**src/hdl/deq_pkg.sv**
```systemverilog
// Shared types, constants and slot arithmetic for the double-ended queue.
// No dependencies; used by deq_ctrl and double_ended_queue_top.
package deq_pkg;

    // ring size and derived widths
    localparam int DEPTH  = 32;
    localparam int SLOT_W = (DEPTH > 1) ? $clog2(DEPTH) : 1;
    localparam int CNT_W  = $clog2(DEPTH + 1);
    localparam int WORD_W = 64;

    typedef logic [SLOT_W-1:0] slot_t;
    typedef logic [CNT_W-1:0]  cnt_t;
    typedef logic [WORD_W-1:0] word_t;

    // command codes
    localparam logic [2:0] MODE_PUSH_HEAD = 3'd0;
    localparam logic [2:0] MODE_PUSH_TAIL = 3'd1;
    localparam logic [2:0] MODE_POP_HEAD  = 3'd2;
    localparam logic [2:0] MODE_POP_TAIL  = 3'd3;
    localparam logic [2:0] MODE_PEEK_HEAD = 3'd4;
    localparam logic [2:0] MODE_PEEK_TAIL = 3'd5;
    localparam logic [2:0] MODE_DUMP_FWD  = 3'd6;
    localparam logic [2:0] MODE_DUMP_BWD  = 3'd7;

    // status codes
    localparam logic [1:0] STATUS_OK    = 2'd0;
    localparam logic [1:0] STATUS_EMPTY = 2'd1;
    localparam logic [1:0] STATUS_FULL  = 2'd2;

    // one result issued by the controller; read data joins it in the next cycle
    typedef struct packed {
        logic       vld;
        logic       use_ram;
        logic [1:0] status;
        logic       last;
    } issue_t;

    // next slot around the ring
    function automatic slot_t slot_inc(input slot_t s);
        slot_t r;
        if (s == slot_t'(DEPTH - 1))
            r = '0;
        else
            r = slot_t'(s + 1'b1);
        return r;
    endfunction

    // previous slot around the ring
    function automatic slot_t slot_dec(input slot_t s);
        slot_t r;
        if (s == '0)
            r = slot_t'(DEPTH - 1);
        else
            r = slot_t'(s - 1'b1);
        return r;
    endfunction

    // (s + n) mod DEPTH for n up to DEPTH
    function automatic slot_t slot_add(input slot_t s, input cnt_t n);
        logic [CNT_W:0] sum;
        slot_t          r;
        sum = {{(CNT_W + 1 - SLOT_W){1'b0}}, s} + {1'b0, n};
        if (sum >= (CNT_W + 1)'(DEPTH))
            r = SLOT_W'(sum - (CNT_W + 1)'(DEPTH));
        else
            r = SLOT_W'(sum);
        return r;
    endfunction

endpackage

```
**src/hdl/deq_ram.sv**
```systemverilog
// Generic single-clock RAM: one write port, one read port, registered read.
// No dependencies.
module deq_ram #(
    parameter int WIDTH = 64,
    parameter int DEPTH = 32
) (
    input  logic                     clk,
    input  logic                     we,
    input  logic [$clog2(DEPTH)-1:0] waddr,
    input  logic [WIDTH-1:0]         wdata,
    input  logic                     re,
    input  logic [$clog2(DEPTH)-1:0] raddr,
    output logic [WIDTH-1:0]         rdata
);

    logic [WIDTH-1:0] mem_reg [DEPTH];
    logic [WIDTH-1:0] rdata_reg;

    // write port
    always_ff @(posedge clk)
    begin
        if (we)
        begin
            mem_reg[waddr] <= wdata;
        end
    end

    // registered read port
    always_ff @(posedge clk)
    begin
        if (re)
        begin
            rdata_reg <= mem_reg[raddr];
        end
    end

    assign rdata = rdata_reg;

endmodule

```
**src/hdl/deq_ctrl.sv**
```systemverilog
// Queue controller: head and count registers, dump sequencer, RAM port control.
// Depends on deq_pkg.
module deq_ctrl (
    input  logic                clk,
    input  logic                rst_n,
    input  logic                in_valid,
    output logic                in_ready,
    input  logic [2:0]          mode,
    input  deq_pkg::word_t      entry_value,
    input  logic                credit_ok,
    output deq_pkg::issue_t     issue,
    output logic                ram_we,
    output deq_pkg::slot_t      ram_waddr,
    output deq_pkg::word_t      ram_wdata,
    output logic                ram_re,
    output deq_pkg::slot_t      ram_raddr
);

    localparam logic ST_IDLE = 1'b0;
    localparam logic ST_WALK = 1'b1;

    logic            state_reg,     state_next;
    deq_pkg::slot_t  head_reg,      head_next;
    deq_pkg::cnt_t   count_reg,     count_next;
    deq_pkg::cnt_t   walk_rem_reg,  walk_rem_next;
    deq_pkg::slot_t  walk_slot_reg, walk_slot_next;
    logic            walk_fwd_reg,  walk_fwd_next;

    logic            accept;
    logic            is_empty;
    logic            is_full;
    deq_pkg::slot_t  tail_slot;
    deq_pkg::slot_t  dump_start;

    assign in_ready   = (state_reg == ST_IDLE) && credit_ok;
    assign accept     = in_valid && in_ready;
    assign is_empty   = (count_reg == '0);
    assign is_full    = (count_reg == deq_pkg::cnt_t'(deq_pkg::DEPTH));
    assign tail_slot  = deq_pkg::slot_add(head_reg, deq_pkg::cnt_t'(count_reg - 1'b1));
    assign dump_start = (mode == deq_pkg::MODE_DUMP_FWD) ? head_reg : tail_slot;

    // command decode and dump walk
    always_comb
    begin
        state_next     = state_reg;
        head_next      = head_reg;
        count_next     = count_reg;
        walk_rem_next  = walk_rem_reg;
        walk_slot_next = walk_slot_reg;
        walk_fwd_next  = walk_fwd_reg;
        issue          = '0;
        ram_we         = 1'b0;
        ram_waddr      = head_reg;
        ram_wdata      = entry_value;
        ram_re         = 1'b0;
        ram_raddr      = walk_slot_reg;

        if (state_reg == ST_WALK)
        begin
            if (credit_ok)
            begin
                ram_re        = 1'b1;
                ram_raddr     = walk_slot_reg;
                issue.vld     = 1'b1;
                issue.use_ram = 1'b1;
                issue.status  = deq_pkg::STATUS_OK;
                issue.last    = (walk_rem_reg == deq_pkg::cnt_t'(1));
                walk_rem_next = deq_pkg::cnt_t'(walk_rem_reg - 1'b1);
                walk_slot_next = walk_fwd_reg ? deq_pkg::slot_inc(walk_slot_reg)
                                              : deq_pkg::slot_dec(walk_slot_reg);
                if (walk_rem_reg == deq_pkg::cnt_t'(1))
                begin
                    state_next = ST_IDLE;
                end
            end
        end
        else if (accept)
        begin
            issue.vld    = 1'b1;
            issue.last   = 1'b1;
            issue.status = deq_pkg::STATUS_OK;
            if ((mode == deq_pkg::MODE_PUSH_HEAD) || (mode == deq_pkg::MODE_PUSH_TAIL))
            begin
                // push, dropped when full
                if (is_full)
                begin
                    issue.status = deq_pkg::STATUS_FULL;
                end
                else
                begin
                    ram_we     = 1'b1;
                    count_next = deq_pkg::cnt_t'(count_reg + 1'b1);
                    if (mode == deq_pkg::MODE_PUSH_HEAD)
                    begin
                        head_next = deq_pkg::slot_dec(head_reg);
                        ram_waddr = deq_pkg::slot_dec(head_reg);
                    end
                    else
                    begin
                        ram_waddr = deq_pkg::slot_add(head_reg, count_reg);
                    end
                end
            end
            else if (is_empty)
            begin
                issue.status = deq_pkg::STATUS_EMPTY;
            end
            else
            begin
                unique case (mode)
                    deq_pkg::MODE_POP_HEAD:
                    begin
                        head_next  = deq_pkg::slot_inc(head_reg);
                        count_next = deq_pkg::cnt_t'(count_reg - 1'b1);
                    end
                    deq_pkg::MODE_POP_TAIL:
                    begin
                        count_next = deq_pkg::cnt_t'(count_reg - 1'b1);
                    end
                    deq_pkg::MODE_PEEK_HEAD:
                    begin
                        ram_re        = 1'b1;
                        ram_raddr     = head_reg;
                        issue.use_ram = 1'b1;
                    end
                    deq_pkg::MODE_PEEK_TAIL:
                    begin
                        ram_re        = 1'b1;
                        ram_raddr     = tail_slot;
                        issue.use_ram = 1'b1;
                    end
                    default:
                    begin
                        // dump: first entry now, the rest from the walk state
                        ram_re         = 1'b1;
                        ram_raddr      = dump_start;
                        issue.use_ram  = 1'b1;
                        issue.last     = (count_reg == deq_pkg::cnt_t'(1));
                        walk_fwd_next  = (mode == deq_pkg::MODE_DUMP_FWD);
                        walk_rem_next  = deq_pkg::cnt_t'(count_reg - 1'b1);
                        walk_slot_next = (mode == deq_pkg::MODE_DUMP_FWD)
                                         ? deq_pkg::slot_inc(dump_start)
                                         : deq_pkg::slot_dec(dump_start);
                        if (count_reg != deq_pkg::cnt_t'(1))
                        begin
                            state_next = ST_WALK;
                        end
                    end
                endcase
            end
        end
    end

    // control registers
    always_ff @(posedge clk or negedge rst_n)
    begin
        if (!rst_n)
        begin
            state_reg     <= ST_IDLE;
            head_reg      <= '0;
            count_reg     <= '0;
            walk_rem_reg  <= '0;
            walk_slot_reg <= '0;
            walk_fwd_reg  <= 1'b0;
        end
        else
        begin
            state_reg     <= state_next;
            head_reg      <= head_next;
            count_reg     <= count_next;
            walk_rem_reg  <= walk_rem_next;
            walk_slot_reg <= walk_slot_next;
            walk_fwd_reg  <= walk_fwd_next;
        end
    end

endmodule

```
**src/hdl/double_ended_queue_top.sv**
```systemverilog
// Bounded double-ended queue of 64-bit words in a ring buffer of
// deq_pkg::DEPTH slots held in one RAM with a registered read.
// Push, pop and peek complete on acceptance, and a new command can follow in
// the next cycle. A dump of N entries streams one word per cycle, set by the
// single RAM read port; the next command is taken after the last read.
// Results pass through a three-word output queue, so a stalled consumer does
// not lose words; the controller only issues while that queue has room.
// Storage is not cleared at reset; only written entries are ever read.
// Depends on deq_pkg, deq_ram and deq_ctrl.
module double_ended_queue_top (
    input  logic        clk,
    input  logic        rst_n,
    input  logic        in_valid,
    output logic        in_ready,
    input  logic [2:0]  mode,
    input  logic [63:0] entry_value,
    output logic        out_valid,
    input  logic        out_ready,
    output logic [63:0] read_value,
    output logic [1:0]  status,
    output logic        last_of_run
);

    localparam int OQ_DEPTH = 3;

    deq_pkg::issue_t issue;
    logic            credit_ok;
    logic            ram_we;
    deq_pkg::slot_t  ram_waddr;
    deq_pkg::word_t  ram_wdata;
    logic            ram_re;
    deq_pkg::slot_t  ram_raddr;
    deq_pkg::word_t  ram_rdata;

    deq_pkg::issue_t pend_reg;
    deq_pkg::word_t  oq_data_reg   [OQ_DEPTH];
    logic [1:0]      oq_status_reg [OQ_DEPTH];
    logic            oq_last_reg   [OQ_DEPTH];
    logic [1:0]      oq_wr_reg,  oq_wr_next;
    logic [1:0]      oq_rd_reg,  oq_rd_next;
    logic [1:0]      oq_cnt_reg, oq_cnt_next;
    logic            oq_push;
    logic            oq_pop;
    logic [2:0]      in_flight;

    deq_ctrl u_ctrl (
        .clk         (clk),
        .rst_n       (rst_n),
        .in_valid    (in_valid),
        .in_ready    (in_ready),
        .mode        (mode),
        .entry_value (entry_value),
        .credit_ok   (credit_ok),
        .issue       (issue),
        .ram_we      (ram_we),
        .ram_waddr   (ram_waddr),
        .ram_wdata   (ram_wdata),
        .ram_re      (ram_re),
        .ram_raddr   (ram_raddr)
    );

    deq_ram #(
        .WIDTH (deq_pkg::WORD_W),
        .DEPTH (deq_pkg::DEPTH)
    ) u_ram (
        .clk   (clk),
        .we    (ram_we),
        .waddr (ram_waddr),
        .wdata (ram_wdata),
        .re    (ram_re),
        .raddr (ram_raddr),
        .rdata (ram_rdata)
    );

    // room for one more word counting the one waiting on RAM data
    assign in_flight = {1'b0, oq_cnt_reg} + {2'b00, pend_reg.vld};
    assign credit_ok = (in_flight < 3'(OQ_DEPTH));

    // result is registered here while the RAM read completes
    always_ff @(posedge clk or negedge rst_n)
    begin
        if (!rst_n)
        begin
            pend_reg <= '0;
        end
        else
        begin
            pend_reg <= issue;
        end
    end

    assign oq_push = pend_reg.vld;
    assign oq_pop  = out_valid && out_ready;

    // output queue pointers
    always_comb
    begin
        oq_wr_next  = oq_wr_reg;
        oq_rd_next  = oq_rd_reg;
        oq_cnt_next = oq_cnt_reg;
        if (oq_push)
        begin
            oq_wr_next = (oq_wr_reg == 2'(OQ_DEPTH - 1)) ? 2'd0 : 2'(oq_wr_reg + 1'b1);
        end
        if (oq_pop)
        begin
            oq_rd_next = (oq_rd_reg == 2'(OQ_DEPTH - 1)) ? 2'd0 : 2'(oq_rd_reg + 1'b1);
        end
        if (oq_push && !oq_pop)
        begin
            oq_cnt_next = 2'(oq_cnt_reg + 1'b1);
        end
        else if (oq_pop && !oq_push)
        begin
            oq_cnt_next = 2'(oq_cnt_reg - 1'b1);
        end
    end

    always_ff @(posedge clk or negedge rst_n)
    begin
        if (!rst_n)
        begin
            oq_wr_reg  <= '0;
            oq_rd_reg  <= '0;
            oq_cnt_reg <= '0;
        end
        else
        begin
            oq_wr_reg  <= oq_wr_next;
            oq_rd_reg  <= oq_rd_next;
            oq_cnt_reg <= oq_cnt_next;
        end
    end

    // output queue storage, zero word when no read was made
    always_ff @(posedge clk)
    begin
        if (oq_push)
        begin
            oq_data_reg[oq_wr_reg]   <= pend_reg.use_ram ? ram_rdata : '0;
            oq_status_reg[oq_wr_reg] <= pend_reg.status;
            oq_last_reg[oq_wr_reg]   <= pend_reg.last;
        end
    end

    assign out_valid   = (oq_cnt_reg != '0);
    assign read_value  = oq_data_reg[oq_rd_reg];
    assign status      = oq_status_reg[oq_rd_reg];
    assign last_of_run = oq_last_reg[oq_rd_reg];

endmodule
```
**config.mk**
```make
export PLATFORM = sky130hd
export DESIGN_NAME = double_ended_queue_top
export DESIGN_NICKNAME = d
export VERILOG_FILES = /design/src/hdl/deq_pkg.sv /design/src/hdl/deq_ram.sv /design/src/hdl/deq_ctrl.sv /design/src/hdl/double_ended_queue_top.sv
export SDC_FILE = /design/constraint.sdc
export NUM_CORES = 2
export LEC_CHECK = 0
export BUFFER_PORTS_ARGS = -buffer_cell sky130_fd_sc_hd__buf_2
export CAP_MARGIN = 20
export CORE_MARGIN = 2
export CORE_UTILIZATION = 50
export CTS_CLUSTER_SIZE = 10
export DETAILED_ROUTE_END_ITERATION = 10
export GPL_TIMING_DRIVEN = 0
export HOLD_SLACK_MARGIN = 0.08
export PLACE_DENSITY = 0.68
export SLEW_MARGIN = 0
export SYNTH_ARGS = -nofsm -noshare
export SYNTH_HDL_FRONTEND = slang
export SYNTH_SLANG_ARGS = --single-unit
```
**constraint.sdc**
```tcl
create_clock -name clk -period 5.68 [get_ports clk]
set_input_delay 1.42 -clock clk [delete_from_list [all_inputs] [get_ports clk]]
set_output_delay 1.42 -clock clk [all_outputs]
set_load 0.1 [all_outputs]
```
==> reports/results.md <==
| Item | This run | Unit |
|:---|:---|:---|
| Setup slack, reg-to-reg | 230 | ps |
| Destination of the critical timing path | u_ram.rdata[1] | - |
| #FFs+latches synth | 2348 | - |
| Root buffer selected by CTS | clkbuf_16 | - |
| H-Tree Depth | 5 | - |
| Total routing resource utilization after global routing | 23.1 | % |
| Sink count of the clock tree | 2348 | - |
| Core utilization of the finished layout | 57.8 | % |
| Launching element of the worst setup path | oq_cnt_reg[0] | - |
| Total via count after detailed routing | 44200 | - |
| CP Data Arrival Time | 6060 | ps |
| Post-Synthesis Cells | 4310 | - |
| Ratio of cells with drive above 1 in the final layout | 24.8 | % |
| Final setup fails | 0 | - |
| Hold Violations, Final | 0 | - |
| Wire length of the first global-routing pass | 310000 | um |
| Number of global-route vias before repair | 45200 | - |
| Top_reg_cell synth | edfxtp_1 | - |
| Clock edge transition at the registers on the reported setup and hold paths | 50 | ps |
| Number of placement rows | 156 | - |
| Transition time at the pin with the least slew margin | 1190 | ps |
| Synthesis Warnings | 0 | - |
| Async set or reset register ratio after synthesis | 1.49 | % |
| Fill count | 12900 | - |
| Post-detailed-placement half-perimeter wirelength | 142000 | um |
| Number of input and output port buffers inserted | 137 | - |
| Area growth from synthesis to layout | 14.7 | % |
| Number of primary I/O pins | 140 | - |
| Worst-case clock skew | 59.7 | ps |
| Vias/cell | 6.10 | - |
| Critical register-to-register path endpoint | u_ram.rdata[1] | - |
| DRC Markers | 0 | - |
| Post-route ant nets | 0 | - |
| Post-route minimum period | 5450 | ps |
| Sequential cell area | 70300 | um^2 |
| Per-cell routed wire length | 29.5 | um |
| Most area-hungry cell type in the Yosys netlist | edfxtp_1 | - |
| Maximum Capacitance Violations | 0 | - |
| Starting utilization of the core area | 50.4 | % |
| Seq/Total Area, Yosys | 77.1 | % |
| Type of origin of the critical path | flip-flop | - |
| Highest achievable clock rate | 183 | MHz |
| Post-synth EDFFs | 2313 | - |
| Cells along the critical path | ha_1, ha_1, a21oi_1, clkbuf_1, nand3_1, o21ai_0, o31a_1, buf_2, buf_2, clkbuf_1, mux4_2, mux2i_1, nor2_1, o22a_1 | - |
| Die area | 186000 | um^2 |
| Critical path depth | 14 | - |
| Gpl congestion | 0.804 | - |
| Worst Path Class, Setup | reg2reg | - |
| Clock buffers created by TritonCTS | 287 | - |
| Leakage | 34.1 | nW |
| Total chip power | 0.0589 | W |
| Area of the mapped netlist | 91300 | um^2 |
| Distinct cell type count of the synthesized netlist | 63 | - |
| Kind of path behind the tightest hold check | reg2reg | - |
| Congestion Overflow GR | 0 | - |
| DRT Pass-1 Iters | 6 | - |
| Largest net degree at the start of global routing | 36 | - |
| Wire length after detailed routing | 214000 | um |
| Largest stage delay on the critical path | 770 | ps |
| CP Capture Type | flip-flop | - |
| Critical Path Fanout Max | 10 | - |
| Flip-flop count of the largest register after layout | 2048 | - |
| Horiz. Die Dim | 431 | um |
| Per-instance average area after synthesis | 21.2 | um^2 |
| Power per cell area | 563 | nW/um^2 |
| Insertion delay of the later-clocked pin in the worst-skew pair | 920 | ps |
| Total Neg Setup Slack | 0 | ps |
| Buffers plus inverters on the worst setup path | 4 | - |
| Net total in the final layout | 4933 | - |
| Hold-fix buffers, CTS | 0 | - |
| Cell with the biggest individual delay on the critical path | clkbuf_1 | - |
| Pins over their slew limit | 0 | - |
| TritonCTS clock tree | yes | - |
| Antenna violations before repair | 11 | - |
| Data required, critical path | 6290 | ps |
| Buffers inserted during post-CTS setup optimization | 0 | - |
| R2r worst-path depth | 14 | - |
| Run status | finished, final reports clean | - |
| Peak VDD IR | 605 | uV |
| Standard cell core area | 181000 | um^2 |
| Initial DRC Count | 5095 | - |
| Share of the synthesized area in the top cell type | 76.1 | % |
| Cell types with the largest area share after synthesis | edfxtp_1 (76%), mux4_2 (13%), mux2i_1 (3.6%) | - |
| Chip height | 431 | um |
| Period utilisation layout | 96.0 | % |
| Max-Slew Margin vs Limit | 20.5 | % |
| Synthesized Nets | 4409 | - |
| Reg-to-reg startpoint | oq_cnt_reg[0] | - |
| Area of combinational cells with multiple inputs | 19900 | um^2 |
| Max clock buf depth | 4 | - |
| RSZ-0062 raised after global routing | false | - |
| Cell class contributing the biggest share of worst-path delay | buffers and inverters | - |
## placed cells by master (no fill, tap or decap), drive strengths merged, types with 4 or more instances in the layout
master and count:
ha 26, nand3 12, mux2i 331, nor3 13, xnor2 14, a211oi 4
dfrtp 35, a31oi 4, clkbuf 430, nor3b 5, and3 8, inv 24
edfxtp 2313, mux4 510, and2 66, o21ai 216, nand2b 4, nor2 191
a22o 4, nand2 121, xor2 17, o22a 64, a21o 6, buf 354
a21oi 33, clkinv 5, nand3b 5
## report_power, final
part           internal, W  switching (W)  total (W)
Combinational      0.00836         0.0143     0.0226
Sequential          0.0206       0.000328     0.0209
Clock              0.00914        0.00624     0.0154
Total               0.0381         0.0208     0.0589
## repair_timing
action	4_1_cts	5_1_grt
hold endpoints to repair	0	0
setup endpoints to repair	9	26
resized for setup	2	8
## synth_stat cells, drive strengths merged, types with 4 or more instances
library cell,instances
a31oi,4
and2,66
a21o,6
buf,125
xnor2,14
o21ai,216
inv,19
nand3,12
mux2i,331
clkbuf,114
nor3,13
a211oi,4
nand2,121
nand2b,4
nor2,191
mux4,510
ha,26
nand3b,5
a22o,4
and3,8
o22a,64
a21oi,33
dfrtp,35
xor2,17
nor3b,5
edfxtp,2313
## cell families after synthesis
kind of cell	after synthesis	share of synthesized area [%]
DFF	2348	77.1
AOI/OAI and AO/OA	361	2.42
and+or+nand+nor	440	2.15
muxes	843	16.2
adders and majority gates	28	0.400
xor gates and xnor gates	32	0.324
buffers and inverters	258	1.42
## per-stage QoR
step	hold slack (ps)	setup slack (ps)	area [um^2]	cells
detailed placement	460	-116	97200	6915
floorplan	438	-776	91400	4310
CTS	468	14.2	105000	7239
global route	487	29.3	105000	7239
global placement	443	-5500	95000	6817
finish	467	228	105000	7242
## worst min-delay path by stage
| stage | end | slack (ps) | cells after the start | startpoint |
|---|---|---|---|---|
| 2_1_floorplan | oq_last_reg[0] | 440 | 0 | pend_reg[0] |
| 3_3_place_gp | oq_status_reg[0][0] | 440 | 0 | pend_reg[1] |
| 3_5_place_dp | oq_last_reg[0] | 460 | 0 | pend_reg[0] |
| 4_1_cts | oq_last_reg[0] | 470 | 0 | pend_reg[0] |
| 5_1_grt | oq_last_reg[1] | 490 | 0 | pend_reg[0] |
| 6_report | oq_last_reg[1] | 470 | 0 | pend_reg[0] |
## cell type report
class / count / area share (%)
well taps: 2370 / 2.83
repair buffers: 235 / 2.51
clock inverters: 12 / 0.0968
clock buffers: 312 / 7.08
flip-flops and latches: 2348 / 67.2
diodes: 3 / 0.00717
inverters: 19 / 0.0681
plain buffers: 239 / 1.19
multi-input cells: 1704 / 19.0
## metal layers
| layer | vias up | routed length, um | GRT usage, % |
|---|---|---|---|
| li1 | 18700 | - | - |
| met1 | 23300 | 86300 | 32.4 |
| met2 | 1901 | 104000 | 36.8 |
| met3 | 309 | 17500 | 4.72 |
| met4 | 2 | 6420 | 7.46 |
| met5 | - | 13 | 0 |
(Power assumes the default switching activity.)
